--- src/hw/rtl/scps_pkg.sv ---
// Package for the song chain pattern sequencer: sizes, entry format, action and state codes.
`timescale 1ns / 1ps
package scps_pkg;

  localparam int CHAIN_ENTRIES = 16;
  localparam int AW            = $clog2(CHAIN_ENTRIES);

  localparam int IN_TDATA_W  = 24;
  localparam int OUT_TDATA_W = 24;

  // One chain entry as stored in the chain RAM
  typedef struct packed {
    logic       fin;
    logic [4:0] reps;
    logic [1:0] pat;
  } chain_entry_t;

  localparam int ENTRY_W = $bits(chain_entry_t);

  localparam chain_entry_t ENTRY_PLAY = '{fin: 1'b0, reps: 5'd1, pat: 2'd0};
  localparam chain_entry_t ENTRY_END  = '{fin: 1'b1, reps: 5'd1, pat: 2'd0};

  typedef enum logic [3:0] {
    ACT_BOUNDARY = 4'd0,
    ACT_SET      = 4'd1,
    ACT_INSERT   = 4'd2,
    ACT_DELETE   = 4'd3,
    ACT_START    = 4'd4,
    ACT_STOP     = 4'd5,
    ACT_PAUSE    = 4'd6,
    ACT_CONTINUE = 4'd7,
    ACT_QUEUE    = 4'd8,
    ACT_UNQUEUE  = 4'd9,
    ACT_DEFAULT  = 4'd10
  } action_e;

  typedef enum logic [1:0] {
    REG_LOOP_MODE  = 2'd0,
    REG_LOOP_FIRST = 2'd1,
    REG_LOOP_LAST  = 2'd2
  } cfg_reg_e;

  localparam logic [1:0] MODE_NO_LOOP = 2'd0;
  localparam logic [1:0] MODE_RANGE   = 2'd1;
  localparam logic [1:0] MODE_HOLD    = 2'd2;

  typedef enum logic [3:0] {
    ST_CLEAR,
    ST_IDLE,
    ST_EXEC,
    ST_BND_CUR,
    ST_BND_NXT,
    ST_CONT,
    ST_START,
    ST_INS_RD,
    ST_INS_WR,
    ST_DEL_RD,
    ST_DEL_WR,
    ST_DEL_TAIL,
    ST_DEL_CHK,
    ST_DEL_FIX,
    ST_RES_RD,
    ST_RES
  } seq_state_e;

endpackage

--- src/hw/rtl/scps_ram.sv ---
// Generic single write port, single read port RAM with registered read data.
`timescale 1ns / 1ps
module scps_ram #(
  parameter int WIDTH = 8,
  parameter int DEPTH = 16
) (
  input  logic                     clk_i,
  input  logic                     we_i,
  input  logic [$clog2(DEPTH)-1:0] waddr_i,
  input  logic [WIDTH-1:0]         wdata_i,
  input  logic [$clog2(DEPTH)-1:0] raddr_i,
  output logic [WIDTH-1:0]         rdata_o
);

  logic [WIDTH-1:0] mem_q [DEPTH];
  logic [WIDTH-1:0] rdata_q;

  always_ff @(posedge clk_i) begin
    if (we_i) begin
      mem_q[waddr_i] <= wdata_i;
    end
    rdata_q <= mem_q[raddr_i];
  end

  assign rdata_o = rdata_q;

endmodule

--- src/hw/rtl/song_chain_pattern_sequencer_core.sv ---
// Song chain pattern sequencer: chain RAM, transport state and the sequencer around them.
`timescale 1ns / 1ps
// The block keeps a chain of CHAIN_ENTRIES entries (pattern 0-3, repeat count 1-16, end
// marker) in a small RAM with one write and one registered read port, and a transport
// (playing, position, repeat index, one queued pattern) that walks it. Every request on the
// slave side gives exactly one result on the master side. All chain accesses go one at a
// time through the RAM ports under a small sequencer, so s_axis_tready is high only
// while the sequencer is idle. Set, stop, pause, queue, unqueue, unused codes and a
// boundary taken while stopped or with a pattern queued go from ST_EXEC straight to the
// result read; start, continue and a boundary that stays on its entry or runs off the
// chain read one entry first; a boundary that reaches the next entry reads two; insert and
// delete move one entry per read and write pair; the default song rewrites the whole chain.
// After reset a clearing pass over all CHAIN_ENTRIES entries loads the default song while
// no request is taken; configuration writes are taken at any time but are only meant to
// land while the block is idle. A finished result sits in an output register, so the next
// request is taken while it waits for m_axis_tready. Loop registers are sanitised on use:
// mode 3 acts as no loop, a loop end below the loop start acts as the start.
module song_chain_pattern_sequencer_core (
  input  logic                             clk_i,
  input  logic                             rst_ni,
  // Configuration write port
  input  logic                             cfg_we_i,
  input  logic [1:0]                       cfg_index_i,
  input  logic [3:0]                       cfg_wdata_i,
  // Event requests
  input  logic                             s_axis_tvalid,
  output logic                             s_axis_tready,
  // action[3:0], entry_index[7:4], pattern_number[9:8], repeat_request[17:10],
  // end_marker[18], zero fill [23:19]
  input  logic [scps_pkg::IN_TDATA_W-1:0]  s_axis_tdata,
  // Results
  output logic                             m_axis_tvalid,
  input  logic                             m_axis_tready,
  // next_valid[0], next_pattern[2:1], playing[3], song_position[7:4],
  // current_pattern[9:8], repeat_target[14:10], repeats_done[18:15],
  // queue_pending[19], zero fill [23:20]
  output logic [scps_pkg::OUT_TDATA_W-1:0] m_axis_tdata
);

  import scps_pkg::*;

  seq_state_e state_q, state_d;
  logic [AW-1:0] cnt_q, cnt_d;
  logic          clr_resume_q, clr_resume_d;

  // latched request
  logic [3:0] act_q;
  logic [3:0] idx_q;
  logic [1:0] pat_q;
  logic [7:0] req_q;
  logic       fin_q;

  // transport
  logic       playing_q, playing_d;
  logic [3:0] pos_q, pos_d;
  logic [3:0] rep_q, rep_d;
  logic       qflag_q, qflag_d;
  logic [1:0] qpat_q, qpat_d;
  logic [3:0] npos_q, npos_d;

  // result of the boundary decision
  logic       nvalid_q, nvalid_d;
  logic [1:0] npat_q, npat_d;

  // loop registers
  logic [1:0] mode_q;
  logic [3:0] first_q, last_q;
  logic       loop_reset;

  // output register
  logic                   out_valid_q, out_valid_d;
  logic [OUT_TDATA_W-1:0] out_data_q, out_data_d;

  // chain RAM
  logic         ram_we;
  logic [AW-1:0] ram_waddr, ram_raddr;
  chain_entry_t ram_wdata, ram_rdata;
  logic [ENTRY_W-1:0] ram_rdata_raw;

  scps_ram #(
    .WIDTH (ENTRY_W),
    .DEPTH (CHAIN_ENTRIES)
  ) u_chain_ram (
    .clk_i   (clk_i),
    .we_i    (ram_we),
    .waddr_i (ram_waddr),
    .wdata_i (ram_wdata),
    .raddr_i (ram_raddr),
    .rdata_o (ram_rdata_raw)
  );

  assign ram_rdata = chain_entry_t'(ram_rdata_raw);

  // sanitised loop settings
  logic [1:0] mode_eff;
  logic [3:0] first_eff, last_cap, last_eff;
  logic [4:0] rep_inc;
  logic [4:0] npos_calc;
  logic       in_range;
  logic [4:0] reps_sat;
  chain_entry_t set_entry;

  always_comb begin
    mode_eff  = (mode_q == MODE_HOLD || mode_q == MODE_RANGE) ? mode_q : MODE_NO_LOOP;
    first_eff = (int'(first_q) >= CHAIN_ENTRIES) ? 4'd0 : first_q;
    last_cap  = (int'(last_q) >= CHAIN_ENTRIES) ? 4'(CHAIN_ENTRIES - 1) : last_q;
    last_eff  = (last_cap < first_eff) ? first_eff : last_cap;
    rep_inc   = {1'b0, rep_q} + 5'd1;
    npos_calc = (mode_eff == MODE_RANGE && pos_q >= last_eff) ? {1'b0, first_eff}
                                                              : {1'b0, pos_q} + 5'd1;
    in_range  = int'(idx_q) < CHAIN_ENTRIES;
    if (req_q == 8'd0) begin
      reps_sat = 5'd1;
    end else if (req_q > 8'd16) begin
      reps_sat = 5'd16;
    end else begin
      reps_sat = req_q[4:0];
    end
    set_entry = '{fin: fin_q, reps: reps_sat, pat: pat_q};
  end

  assign s_axis_tready  = (state_q == ST_IDLE);
  assign m_axis_tvalid  = out_valid_q;
  assign m_axis_tdata   = out_data_q;

  // sequencer: next state, transport and RAM control
  always_comb begin
    state_d      = state_q;
    cnt_d        = cnt_q;
    clr_resume_d = clr_resume_q;
    playing_d    = playing_q;
    pos_d        = pos_q;
    rep_d        = rep_q;
    qflag_d      = qflag_q;
    qpat_d       = qpat_q;
    npos_d       = npos_q;
    nvalid_d     = nvalid_q;
    npat_d       = npat_q;
    out_valid_d  = out_valid_q;
    out_data_d   = out_data_q;
    loop_reset   = 1'b0;
    ram_we       = 1'b0;
    ram_waddr    = cnt_q;
    ram_wdata    = ENTRY_END;
    ram_raddr    = AW'(pos_q);

    if (out_valid_q && m_axis_tready) begin
      out_valid_d = 1'b0;
    end

    case (state_q)
      ST_CLEAR: begin
        ram_we    = 1'b1;
        ram_waddr = cnt_q;
        ram_wdata = (cnt_q == '0) ? ENTRY_PLAY : ENTRY_END;
        cnt_d     = cnt_q + AW'(1);
        if (int'(cnt_q) == CHAIN_ENTRIES - 1) begin
          state_d = clr_resume_q ? ST_RES_RD : ST_IDLE;
        end
      end

      ST_IDLE: begin
        if (s_axis_tvalid) begin
          state_d  = ST_EXEC;
          nvalid_d = 1'b0;
          npat_d   = 2'd0;
        end
      end

      ST_EXEC: begin
        state_d = ST_RES_RD;
        case (action_e'(act_q))
          ACT_BOUNDARY: begin
            if (playing_q && qflag_q) begin
              nvalid_d = 1'b1;
              npat_d   = qpat_q;
              qflag_d  = 1'b0;
              rep_d    = 4'd0;
            end else if (playing_q) begin
              ram_raddr = AW'(pos_q);
              state_d   = ST_BND_CUR;
            end
          end
          ACT_SET: begin
            if (in_range) begin
              ram_we    = 1'b1;
              ram_waddr = AW'(idx_q);
              ram_wdata = set_entry;
            end
          end
          ACT_INSERT: begin
            if (in_range) begin
              cnt_d   = AW'(CHAIN_ENTRIES - 1);
              state_d = ST_INS_RD;
            end
          end
          ACT_DELETE: begin
            if (in_range) begin
              cnt_d   = AW'(idx_q);
              state_d = ST_DEL_RD;
            end
          end
          ACT_START: begin
            playing_d = 1'b0;
            pos_d     = 4'd0;
            rep_d     = 4'd0;
            qflag_d   = 1'b0;
            qpat_d    = 2'd0;
            ram_raddr = '0;
            state_d   = ST_START;
          end
          ACT_STOP: begin
            playing_d = 1'b0;
            pos_d     = 4'd0;
            rep_d     = 4'd0;
            qflag_d   = 1'b0;
            qpat_d    = 2'd0;
          end
          ACT_PAUSE: begin
            playing_d = 1'b0;
          end
          ACT_CONTINUE: begin
            ram_raddr = AW'(pos_q);
            state_d   = ST_CONT;
          end
          ACT_QUEUE: begin
            qflag_d = 1'b1;
            qpat_d  = pat_q;
          end
          ACT_UNQUEUE: begin
            qflag_d = 1'b0;
          end
          ACT_DEFAULT: begin
            loop_reset   = 1'b1;
            playing_d    = 1'b0;
            pos_d        = 4'd0;
            rep_d        = 4'd0;
            qflag_d      = 1'b0;
            qpat_d       = 2'd0;
            cnt_d        = '0;
            clr_resume_d = 1'b1;
            state_d      = ST_CLEAR;
          end
          default: begin
          end
        endcase
      end

      // current entry available
      ST_BND_CUR: begin
        state_d = ST_RES_RD;
        if (mode_eff == MODE_HOLD) begin
          nvalid_d = 1'b1;
          npat_d   = ram_rdata.pat;
        end else if (rep_inc < ram_rdata.reps) begin
          rep_d    = rep_inc[3:0];
          nvalid_d = 1'b1;
          npat_d   = ram_rdata.pat;
        end else begin
          rep_d = 4'd0;
          if (int'(npos_calc) >= CHAIN_ENTRIES) begin
            playing_d = 1'b0;
            pos_d     = 4'd0;
            qflag_d   = 1'b0;
            qpat_d    = 2'd0;
          end else begin
            npos_d    = npos_calc[3:0];
            ram_raddr = AW'(npos_calc);
            state_d   = ST_BND_NXT;
          end
        end
      end

      // entry at the new position available
      ST_BND_NXT: begin
        state_d = ST_RES_RD;
        if (ram_rdata.fin) begin
          playing_d = 1'b0;
          pos_d     = 4'd0;
          rep_d     = 4'd0;
          qflag_d   = 1'b0;
          qpat_d    = 2'd0;
        end else begin
          pos_d    = npos_q;
          nvalid_d = 1'b1;
          npat_d   = ram_rdata.pat;
        end
      end

      ST_CONT: begin
        if (!playing_q && !ram_rdata.fin) begin
          playing_d = 1'b1;
        end
        state_d = ST_RES_RD;
      end

      ST_START: begin
        playing_d = !ram_rdata.fin;
        state_d   = ST_RES_RD;
      end

      // insert: move entries up from the top, one read and one write each
      ST_INS_RD: begin
        if (cnt_q > AW'(idx_q)) begin
          ram_raddr = cnt_q - AW'(1);
          state_d   = ST_INS_WR;
        end else begin
          ram_we    = 1'b1;
          ram_waddr = AW'(idx_q);
          ram_wdata = ENTRY_PLAY;
          state_d   = ST_RES_RD;
        end
      end

      ST_INS_WR: begin
        ram_we    = 1'b1;
        ram_waddr = cnt_q;
        ram_wdata = ram_rdata;
        cnt_d     = cnt_q - AW'(1);
        state_d   = ST_INS_RD;
      end

      // delete: move entries down from the index
      ST_DEL_RD: begin
        if (int'(cnt_q) + 1 < CHAIN_ENTRIES) begin
          ram_raddr = cnt_q + AW'(1);
          state_d   = ST_DEL_WR;
        end else begin
          ram_we    = 1'b1;
          ram_waddr = AW'(CHAIN_ENTRIES - 1);
          ram_wdata = ENTRY_END;
          state_d   = ST_DEL_TAIL;
        end
      end

      ST_DEL_WR: begin
        ram_we    = 1'b1;
        ram_waddr = cnt_q;
        ram_wdata = ram_rdata;
        cnt_d     = cnt_q + AW'(1);
        state_d   = ST_DEL_RD;
      end

      ST_DEL_TAIL: begin
        ram_raddr = '0;
        state_d   = ST_DEL_CHK;
      end

      // keep entry 0 playable
      ST_DEL_CHK: begin
        if (ram_rdata.fin) begin
          ram_we    = 1'b1;
          ram_waddr = '0;
          ram_wdata = ENTRY_PLAY;
          state_d   = ST_DEL_FIX;
        end else begin
          state_d = ST_RES_RD;
        end
      end

      ST_DEL_FIX: begin
        ram_we    = 1'b1;
        ram_waddr = AW'(1);
        ram_wdata = ENTRY_END;
        state_d   = ST_RES_RD;
      end

      ST_RES_RD: begin
        ram_raddr = AW'(pos_q);
        state_d   = ST_RES;
      end

      // hold the read address until the output register is free
      ST_RES: begin
        ram_raddr = AW'(pos_q);
        if (!out_valid_q || m_axis_tready) begin
          out_valid_d = 1'b1;
          out_data_d  = '0;
          out_data_d[0]     = nvalid_q;
          out_data_d[2:1]   = nvalid_q ? npat_q : 2'd0;
          out_data_d[3]     = playing_q;
          out_data_d[7:4]   = pos_q;
          out_data_d[9:8]   = ram_rdata.fin ? 2'd0 : ram_rdata.pat;
          out_data_d[14:10] = ram_rdata.fin ? 5'd1 : ram_rdata.reps;
          out_data_d[18:15] = rep_q;
          out_data_d[19]    = qflag_q;
          state_d           = ST_IDLE;
        end
      end

      default: begin
        state_d = ST_IDLE;
      end
    endcase
  end

  always_ff @(posedge clk_i or negedge rst_ni) begin
    if (!rst_ni) begin
      state_q      <= ST_CLEAR;
      cnt_q        <= '0;
      clr_resume_q <= 1'b0;
      playing_q    <= 1'b0;
      pos_q        <= 4'd0;
      rep_q        <= 4'd0;
      qflag_q      <= 1'b0;
      qpat_q       <= 2'd0;
      out_valid_q  <= 1'b0;
    end else begin
      state_q      <= state_d;
      cnt_q        <= cnt_d;
      clr_resume_q <= (state_q == ST_CLEAR && state_d != ST_CLEAR) ? 1'b0 : clr_resume_d;
      playing_q    <= playing_d;
      pos_q        <= pos_d;
      rep_q        <= rep_d;
      qflag_q      <= qflag_d;
      qpat_q       <= qpat_d;
      out_valid_q  <= out_valid_d;
    end
  end

  // loop registers: config writes, or back to reset values on the default song
  always_ff @(posedge clk_i or negedge rst_ni) begin
    if (!rst_ni) begin
      mode_q  <= MODE_RANGE;
      first_q <= 4'd0;
      last_q  <= 4'd0;
    end else if (loop_reset) begin
      mode_q  <= MODE_RANGE;
      first_q <= 4'd0;
      last_q  <= 4'd0;
    end else if (cfg_we_i) begin
      case (cfg_reg_e'(cfg_index_i))
        REG_LOOP_MODE:  mode_q  <= cfg_wdata_i[1:0];
        REG_LOOP_FIRST: first_q <= cfg_wdata_i;
        REG_LOOP_LAST:  last_q  <= cfg_wdata_i;
        default: begin
        end
      endcase
    end
  end

  // payload registers
  always_ff @(posedge clk_i) begin
    if (state_q == ST_IDLE && s_axis_tvalid) begin
      act_q <= s_axis_tdata[3:0];
      idx_q <= s_axis_tdata[7:4];
      pat_q <= s_axis_tdata[9:8];
      req_q <= s_axis_tdata[17:10];
      fin_q <= s_axis_tdata[18];
    end
    npos_q     <= npos_d;
    nvalid_q   <= nvalid_d;
    npat_q     <= npat_d;
    out_data_q <= out_data_d;
  end

endmodule

--- config.mk ---
export PLATFORM = sky130hd
export DESIGN_NAME = song_chain_pattern_sequencer_core
export DESIGN_NICKNAME = d
export VERILOG_FILES = /design/src/hw/rtl/scps_pkg.sv /design/src/hw/rtl/scps_ram.sv /design/src/hw/rtl/song_chain_pattern_sequencer_core.sv
export SDC_FILE = /design/constraint.sdc
export NUM_CORES = 1
export LEC_CHECK = 0
export BUFFER_PORTS_ARGS = -buffer_cell sky130_fd_sc_hd__buf_2
export CAP_MARGIN = 30
export CORE_ASPECT_RATIO = 2
export CORE_MARGIN = 4
export CORE_UTILIZATION = 40
export DETAILED_ROUTE_END_ITERATION = 16
export GPL_TIMING_DRIVEN = 0
export PLACE_DENSITY = 0.57
export SYNTH_ARGS = -nofsm -noshare
export SYNTH_HDL_FRONTEND = slang
export SYNTH_SLANG_ARGS = --single-unit
--- constraint.sdc ---
create_clock -name clk_i -period 10 [get_ports clk_i]
set_input_delay 1 -clock clk_i [delete_from_list [all_inputs] [get_ports clk_i]]
set_output_delay 1 -clock clk_i [all_outputs]
set_load 0.005 [all_outputs]
==> results of run 1 <==
how the worst max path moves through the flow:
stage	startpoint	to	slack (ps)	cells past startpoint
2_1_floorplan	first_eff[1]	u_chain_ram.rdata_o[6]	6110	18
3_3_place_gp	first_eff[1]	u_chain_ram.rdata_o[7]	5000	17
3_5_place_dp	first_eff[1]	u_chain_ram.rdata_o[7]	4960	17
4_1_cts	first_eff[1]	u_chain_ram.rdata_o[7]	4940	17
5_1_grt	first_eff[1]	u_chain_ram.rdata_o[7]	4680	17
6_report	first_eff[1]	u_chain_ram.rdata_o[7]	4910	17
stage by stage:
stage / setup slack (ps) / hold slack, ps / utilization (%)
6_report: 4910 / 469 / 45.8
5_1_grt: 4680 / 481 / 45.8
4_1_cts: 4940 / 473 / 45.8
3_5_place_dp: 4960 / 461 / 43.3
3_3_place_gp: 5000 / 454 / 43.2
2_1_floorplan: 6110 / 433 / -
kinds of logic (layout without fill, tap and decap cells):
kind of cell    count (synthesis)  in the layout  share of synthesized area (%)
other cells                     1              4                         0.0361
flops                         214            214                           59.6
xor+xnor                        4              4                          0.337
buf+inv                        82            173                           3.77
simple gates                  288            288                           13.5
compound gates                269            269                           18.9
fa+ha+maj                      20             20                           2.41
mux                            14             14                           1.43
sequential cells by signal, indices dropped and copies added (netlist names), 4 cells and up:
| name | flops |
|---|---|
| rep_q | 4 |
| u_chain_ram.mem_q | 128 |
| req_q | 8 |
| pos_q | 4 |
| act_q | 4 |
| cnt_q | 4 |
| first_eff | 4 |
| idx_q | 4 |
| npos_q | 4 |
| last_cap | 4 |
| state_q | 4 |
| m_axis_tdata | 20 |
| u_chain_ram.rdata_o | 8 |
layout make-up:
class	instances	share of cell area, %
Inverter	24	0.766
Clock inverter	9	0.564
Clock buffer	27	4.83
Multi-Input combinational cell	599	32.5
Tap cell	340	3.62
Sequential cell	214	52.6
Buffer	58	2.57
Timing Repair Buffer	55	2.53
power breakdown:
group / total (uW) / switching [uW] / leakage, uW / internal, uW
Combinational: 1470 / 965 / 0.00197 / 508
Sequential: 1300 / 86.3 / 0.00205 / 1220
Clock: 753 / 328 / 0.000316 / 424
Total: 3530 / 1380 / 0.00434 / 2150
routing by layer:
metal  track usage [%]  share of wire (%)  up-vias
li1                  -                  -     3543
met1              20.1                 33     3615
met2              41.7                 57      238
met3              2.28                3.5       94
met4              12.0                6.4        0
met5                 0                  0        -
cell usage after synthesis, types with 5 or more instances:
master,n
a211oi_1,13
a21boi_0,27
a21o_1,5
a21oi_1,60
a221oi_1,11
a22o_1,14
a32o_1,16
and2_1,5
and3_1,21
buf_2,13
buf_4,8
buf_6,5
clkbuf_1,29
dfrtp_1,31
dfxtp_1,8
edfxtp_1,174
ha_1,20
inv_1,21
mux2i_1,10
nand2_1,106
nand2b_1,18
nand3_1,16
nor2_1,65
nor2b_1,13
nor3_1,9
nor4_1,6
o211ai_1,13
o21ai_0,40
o221ai_1,11
o32a_1,8
o32ai_1,8
or2_2,6
==> metrics.log, run 1 <==
[metrics] maximum clock path buffer count: 3
[metrics] end point of the most critical hold path: m_axis_tdata[0]
[metrics] via count of the first global-routing pass: 7713
[metrics] clock tree from TritonCTS: yes
[metrics] class of the worst hold path: register to register
[metrics] Post-synth EDFFs: 174
[metrics] number of cells produced by synthesis: 892
[metrics] CP Cell Sequence: inv_1, ha_1, a21o_1, a21oi_1, o21bai_1, mux2_2, ha_1, nand2b_4, a2111oi_4, nor2_2, mux2_4, o211ai_2, clkbuf_1, a21boi_0, o32ai_1, o32a_1, o221ai_1
[metrics] number of vias per cell after detailed routing: 5.65
[metrics] number of clock sinks: 214
[metrics] Pins Over Slew Limit: 0
[metrics] total setup violations reported at the end of the flow: 0
[metrics] GR Util All Layers: 21.1%
[metrics] area occupied by multi-input gates: 3820 um2
[metrics] depth of the CTS H-tree: 1
[metrics] Worst Reg-to-Reg Cells: 17
[metrics] cell types with the largest area share after synthesis: edfxtp_1 (50%), dfrtp_1 (7.5%), nand2_1 (3.8%)
[metrics] Post-Synthesis Cell Area: 10400 um2
[metrics] area overhead of the layout relative to synthesis: 13.2%
[metrics] clock buffers created by TritonCTS: 20
[metrics] setup tns final: 0 ps
[metrics] most instantiated flip-flop cell in the synthesis netlist: edfxtp_1
[metrics] worst hold path depth: 0
[metrics] count of unique library cells instantiated by Yosys: 82
[metrics] average cell area after synthesis: 11.6 um2
[metrics] final clock period utilization by the worst path: 50.9%
[metrics] standard cell core area: 25700 um2
[metrics] detailed-route DRC error count: 0
[metrics] critical path's top delay family: compound AO/OA/AOI/OAI gates
[metrics] result of the run: complete, no violations
[metrics] wire length per cell after detailed routing: 22.7 um
[metrics] origin of the critical flop-to-flop path: first_eff[1]
[metrics] largest stage delay on the critical path: 590 ps
[metrics] clk_skew: 15.0 ps
[metrics] Antenna Nets Post-Route: 0
[metrics] HPWL after detailed placement: 23.0 mm
[metrics] antenna diode instance count: 0
[metrics] Static Leak: 0.00434 uW
[metrics] Iteration-0 DRC Markers: 707
[metrics] Die Height: 236 um
[metrics] ratio of total power to cell area: 300 nW/um2
[metrics] flop and latch count out of synthesis: 214
[metrics] clock insertion delay at the later pin of the skew report: 510 ps
[metrics] Resized Gates After CTS: 0
[metrics] hold_sp: nvalid_q
[metrics] RSZ-0062 raised after global routing: false
[metrics] layout filler cell count: 2402
[metrics] final hold violations: 0
[metrics] boundary pin count: 61
[metrics] total number of yosys warnings: 0
[metrics] worst-margin pin slew: 981 ps
[metrics] floorplan die area: 28800 um2
[metrics] drt first pass iters: 6
[metrics] max_cap viols: 0
[metrics] worst r2r dst: u_chain_ram.rdata_o[7]
[metrics] highest-count cells in the layout ignoring fill and taps: edfxtp_1 (174), nand2_1 (106), buf_2 (65)
[metrics] antenna violations before repair: 0
[metrics] total setup buffers inserted after CTS: 0
[metrics] clock slew at the register clock pins of the worst setup and hold paths: 70 ps
[metrics] Seq/Total Area, Yosys: 59.6%
[metrics] initial standard-cell utilization of the core: 40.5%
[metrics] wire length of the first global-routing pass: 45.6 mm
[metrics] filler-free cell count of the finished design: 1326
[metrics] overall overflow remaining after global route: 0
[metrics] via count: 7490
[metrics] number of placed cells counting well taps: 1289
[metrics] Net count, final: 1027
[metrics] Setup CP Type: register to register
[metrics] proportion of netlist area held by the largest area contributor: 50.3%
[metrics] root buffer cell: clkbuf_16
[metrics] Core Rows: 83
[metrics] post-route minimum period: 5090 ps
[metrics] layout cell share with drive strength beyond 1: 14.4%
[metrics] largest net degree at the start of global routing: 33
[metrics] Worst setup SP type: register
[metrics] biggest area consumer among synthesized cells: edfxtp_1
[metrics] overall routed net length: 30.1 mm
[metrics] most common library cell in the layout ignoring fill and taps: edfxtp_1
[metrics] Worst Path Required: 10370 ps
[metrics] total power draw: 3530 uW
[metrics] fmax: 0.197 GHz
[metrics] footprint of the flip-flops and latches: 6190 um2
[metrics] placer's final routability congestion estimate: 0.924
[metrics] Hold-fix buffers, CTS: 0
[metrics] post-synthesis async set-or-reset flop share: 15.0%
[metrics] Max rail drop VDD: 0.119 mV
[metrics] largest driver fanout on the critical path: 10
[metrics] most used cell, CP: ha_1
[metrics] library cell contributing the largest single delay on the critical path: o32ai_1
[metrics] final design area excluding fillers: 11800 um2
[metrics] dpl cell area: 11100 um2
[metrics] horizontal extent of the die: 122 um
[metrics] data arrival time of the critical path: 5460 ps
[metrics] r2r setup slk: 4910 ps
[metrics] I/O Buffers: 51
[metrics] type of element capturing the critical path: register
[metrics] Worst slew margin: 34.4%
[metrics] buffer and inverter count on the worst path: 2
Power figures use the tool's default switching activity.
==> inputs of run 2 (changes only) <==
--- a/config.mk
+++ b/config.mk
@@ -12,7 +12,7 @@
 export CORE_UTILIZATION = 40
 export DETAILED_ROUTE_END_ITERATION = 16
 export GPL_TIMING_DRIVEN = 0
-export PLACE_DENSITY = 0.57
+export PLACE_DENSITY = 0.59
 export SYNTH_ARGS = -nofsm -noshare
 export SYNTH_HDL_FRONTEND = slang
 export SYNTH_SLANG_ARGS = --single-unit
==> constraint.sdc (replaced) <==
create_clock -name clk_i -period 4.5 [get_ports clk_i]
set_input_delay 0.45 -clock clk_i [delete_from_list [all_inputs] [get_ports clk_i]]
set_output_delay 0.45 -clock clk_i [all_outputs]
set_load 0.005 [all_outputs]
==> run 2 against run 1 <==
  * Highest routed layer unchanged
  * Register-to-register slack lost 4800 ps
  * Largest cell class unchanged
  * Via count is 1.9% higher
  * Worst setup slack worse by 4800 ps
  * Critical path depth is the same
==> metrics.log, run 2 (synthesized netlist as in run 1, its figures left out) <==
[metrics] via count of the first global-routing pass: 7793
[metrics] horizontal extent of the die: 122 um
[metrics] worst-margin pin slew: 958 ps
[metrics] placer's final routability congestion estimate: 0.995
[metrics] area overhead of the layout relative to synthesis: 14.4%
[metrics] Setup CP Type: register to register
[metrics] maximum clock path buffer count: 3
[metrics] class of the worst hold path: input pin to async pin
[metrics] wire length of the first global-routing pass: 45.6 mm
[metrics] most common library cell in the layout ignoring fill and taps: edfxtp_1
[metrics] register with the highest flop count: u_chain_ram.mem_q
[metrics] buffer and inverter count on the worst path: 2
[metrics] antenna violations before repair: 0
[metrics] final design area excluding fillers: 11900 um2
[metrics] clock insertion delay at the later pin of the skew report: 500 ps
[metrics] GR Util All Layers: 21.0%
[metrics] ratio of total power to cell area: 667 nW/um2
[metrics] post-route minimum period: 4350 ps
[metrics] floorplan die area: 28800 um2
[metrics] library cell contributing the largest single delay on the critical path: dfrtp_1
[metrics] data arrival time of the critical path: 4720 ps
[metrics] boundary pin count: 61
[metrics] largest stage delay on the critical path: 370 ps
[metrics] type of element capturing the critical path: register
[metrics] most used cell, CP: ha_1
[metrics] antenna diode instance count: 0
[metrics] clock tree from TritonCTS: yes
[metrics] area occupied by multi-input gates: 3910 um2
[metrics] overall overflow remaining after global route: 0
[metrics] Max rail drop VDD: 0.296 mV
[metrics] critical path's top delay family: compound AO/OA/AOI/OAI gates
[metrics] clock buffers created by TritonCTS: 19
[metrics] Static Leak: 0.00438 uW
[metrics] highest-count cells in the layout ignoring fill and taps: edfxtp_1 (174), nand2_1 (105), nor2_1 (64)
[metrics] footprint of the flip-flops and latches: 6190 um2
[metrics] number of placed cells counting well taps: 1290
[metrics] number of clock sinks: 214
[metrics] Net count, final: 1030
[metrics] Core Rows: 83
[metrics] max_cap viols: 0
[metrics] dpl cell area: 11100 um2
[metrics] Pins Over Slew Limit: 0
[metrics] Die Height: 236 um
[metrics] Worst slew margin: 35.7%
[metrics] root buffer cell: clkbuf_16
[metrics] RSZ-0062 raised after global routing: false
[metrics] Worst setup SP type: register
[metrics] Hold-fix buffers, CTS: 0
[metrics] final hold violations: 0
[metrics] depth of the CTS H-tree: 1
[metrics] layout cell share with drive strength beyond 1: 16.6%
[metrics] wire length per cell after detailed routing: 22.7 um
[metrics] detailed-route DRC error count: 0
[metrics] via count: 7631
[metrics] number of vias per cell after detailed routing: 5.75
[metrics] filler-free cell count of the finished design: 1327
[metrics] HPWL after detailed placement: 23.0 mm
[metrics] largest driver fanout on the critical path: 10
[metrics] layout filler cell count: 2396
[metrics] Antenna Nets Post-Route: 0
[metrics] standard cell core area: 25700 um2
[metrics] clk_skew: 7.59 ps
[metrics] fmax: 0.230 GHz
[metrics] Worst Path Required: 4870 ps
[metrics] final clock period utilization by the worst path: 96.7%
[metrics] initial standard-cell utilization of the core: 40.5%
[metrics] result of the run: complete, no violations
[metrics] I/O Buffers: 51
[metrics] Iteration-0 DRC Markers: 531
[metrics] max reg flops: 128
[metrics] clock slew at the register clock pins of the worst setup and hold paths: 70 ps
[metrics] CP Cell Sequence: inv_1, ha_1, a21o_1, a21oi_1, o21bai_2, mux2_2, ha_1, nand2b_4, a2111oi_4, nor2_4, mux2_4, o211ai_4, buf_4, a21boi_0, o32ai_2, o32a_1, o221ai_1
[metrics] total setup violations reported at the end of the flow: 0
[metrics] overall routed net length: 30.2 mm
[metrics] drt first pass iters: 5
[metrics] largest net degree at the start of global routing: 33
run 2: cell count changes in the layout (fill, tap and decap cells not counted), sizes merged:
cell      delta
clkinvlp     +2
clkinv       -3
bufinv       +1
clkbuf       -5
buf          +4
inv          +2
run 2: layout make-up:
class,count,share of cell area [%]
tap,340,3.58
multi-input combinational,599,32.9
inverter,24,0.758
sequential,214,52.1
buffer,58,2.66
timing repair buffer,59,2.76
clock inverter,11,0.969
clock buffer,22,4.27
run 2: metal layers:
metal  up-vias  wire [um]  GRT usage, %
met5         -          0             0
li1       3556          -             -
met4         0       2320          14.3
met1      3727       9900          19.9
met3       104        943          2.14
met2       244      17000          40.7
run 2: final timing paths:
kind	to	depth (start not counted)	slack, ps	startpoint
setup / recovery	u_chain_ram.rdata_o[3]	17	150	first_eff[1]
hold / removal	cnt_q[2]	1	20	rst_ni
setup reg to reg	u_chain_ram.rdata_o[3]	17	150	first_eff[1]
hold reg to reg	pos_q[2]	1	480	npos_q[2]
max in group asynchronous	pos_q[0]	1	3950	rst_ni
min in group clk_i	act_q[3]	1	120	s_axis_tdata[3]
run 2: worst register-to-register path: stages, from the launching register on:
cell	delay [ps]
dfrtp_1	370
inv_1	70
ha_1	280
a21o_1	120
a21oi_1	80
o21bai_2	220
mux2_2	360
ha_1	270
nand2b_4	150
a2111oi_4	370
nor2_4	120
mux2_4	360
o211ai_4	310
buf_4	240
a21boi_0	120
o32ai_2	370
o32a_1	290
o221ai_1	130
run 2: through the flow:
step | util (%) | TNS, ps | setup slack, ps | hold WS [ps] | total power [uW]
finish | 46.3 | 0 | 151 | 21.6 | 7930
global placement | 43.2 | -1750 | -287 | 454 | 6130
detailed placement | 43.4 | -1840 | -324 | 465 | 6170
CTS | 46.0 | 0 | 62.4 | 45.4 | 7880
floorplan | - | 0 | 607 | 154 | 5070
global route | 46.3 | 0 | 3.60 | 75.0 | 8320
run 2: power breakdown:
group          total, uW  internal, uW  switching (uW)
logic               3350          1180            2170
clock network       1660           929             733
registers           2920          2710             210
run 2: what timing repair did:
action / 4_1_cts / 5_1_grt
pin swaps: 1 / 7
buffers inserted: 1 / 3
hold endpoints to repair: 0 / 0
endpoints found under the setup margin: 8 / 8
gates cloned: 0 / 0
gates resized for setup: 11 / 18
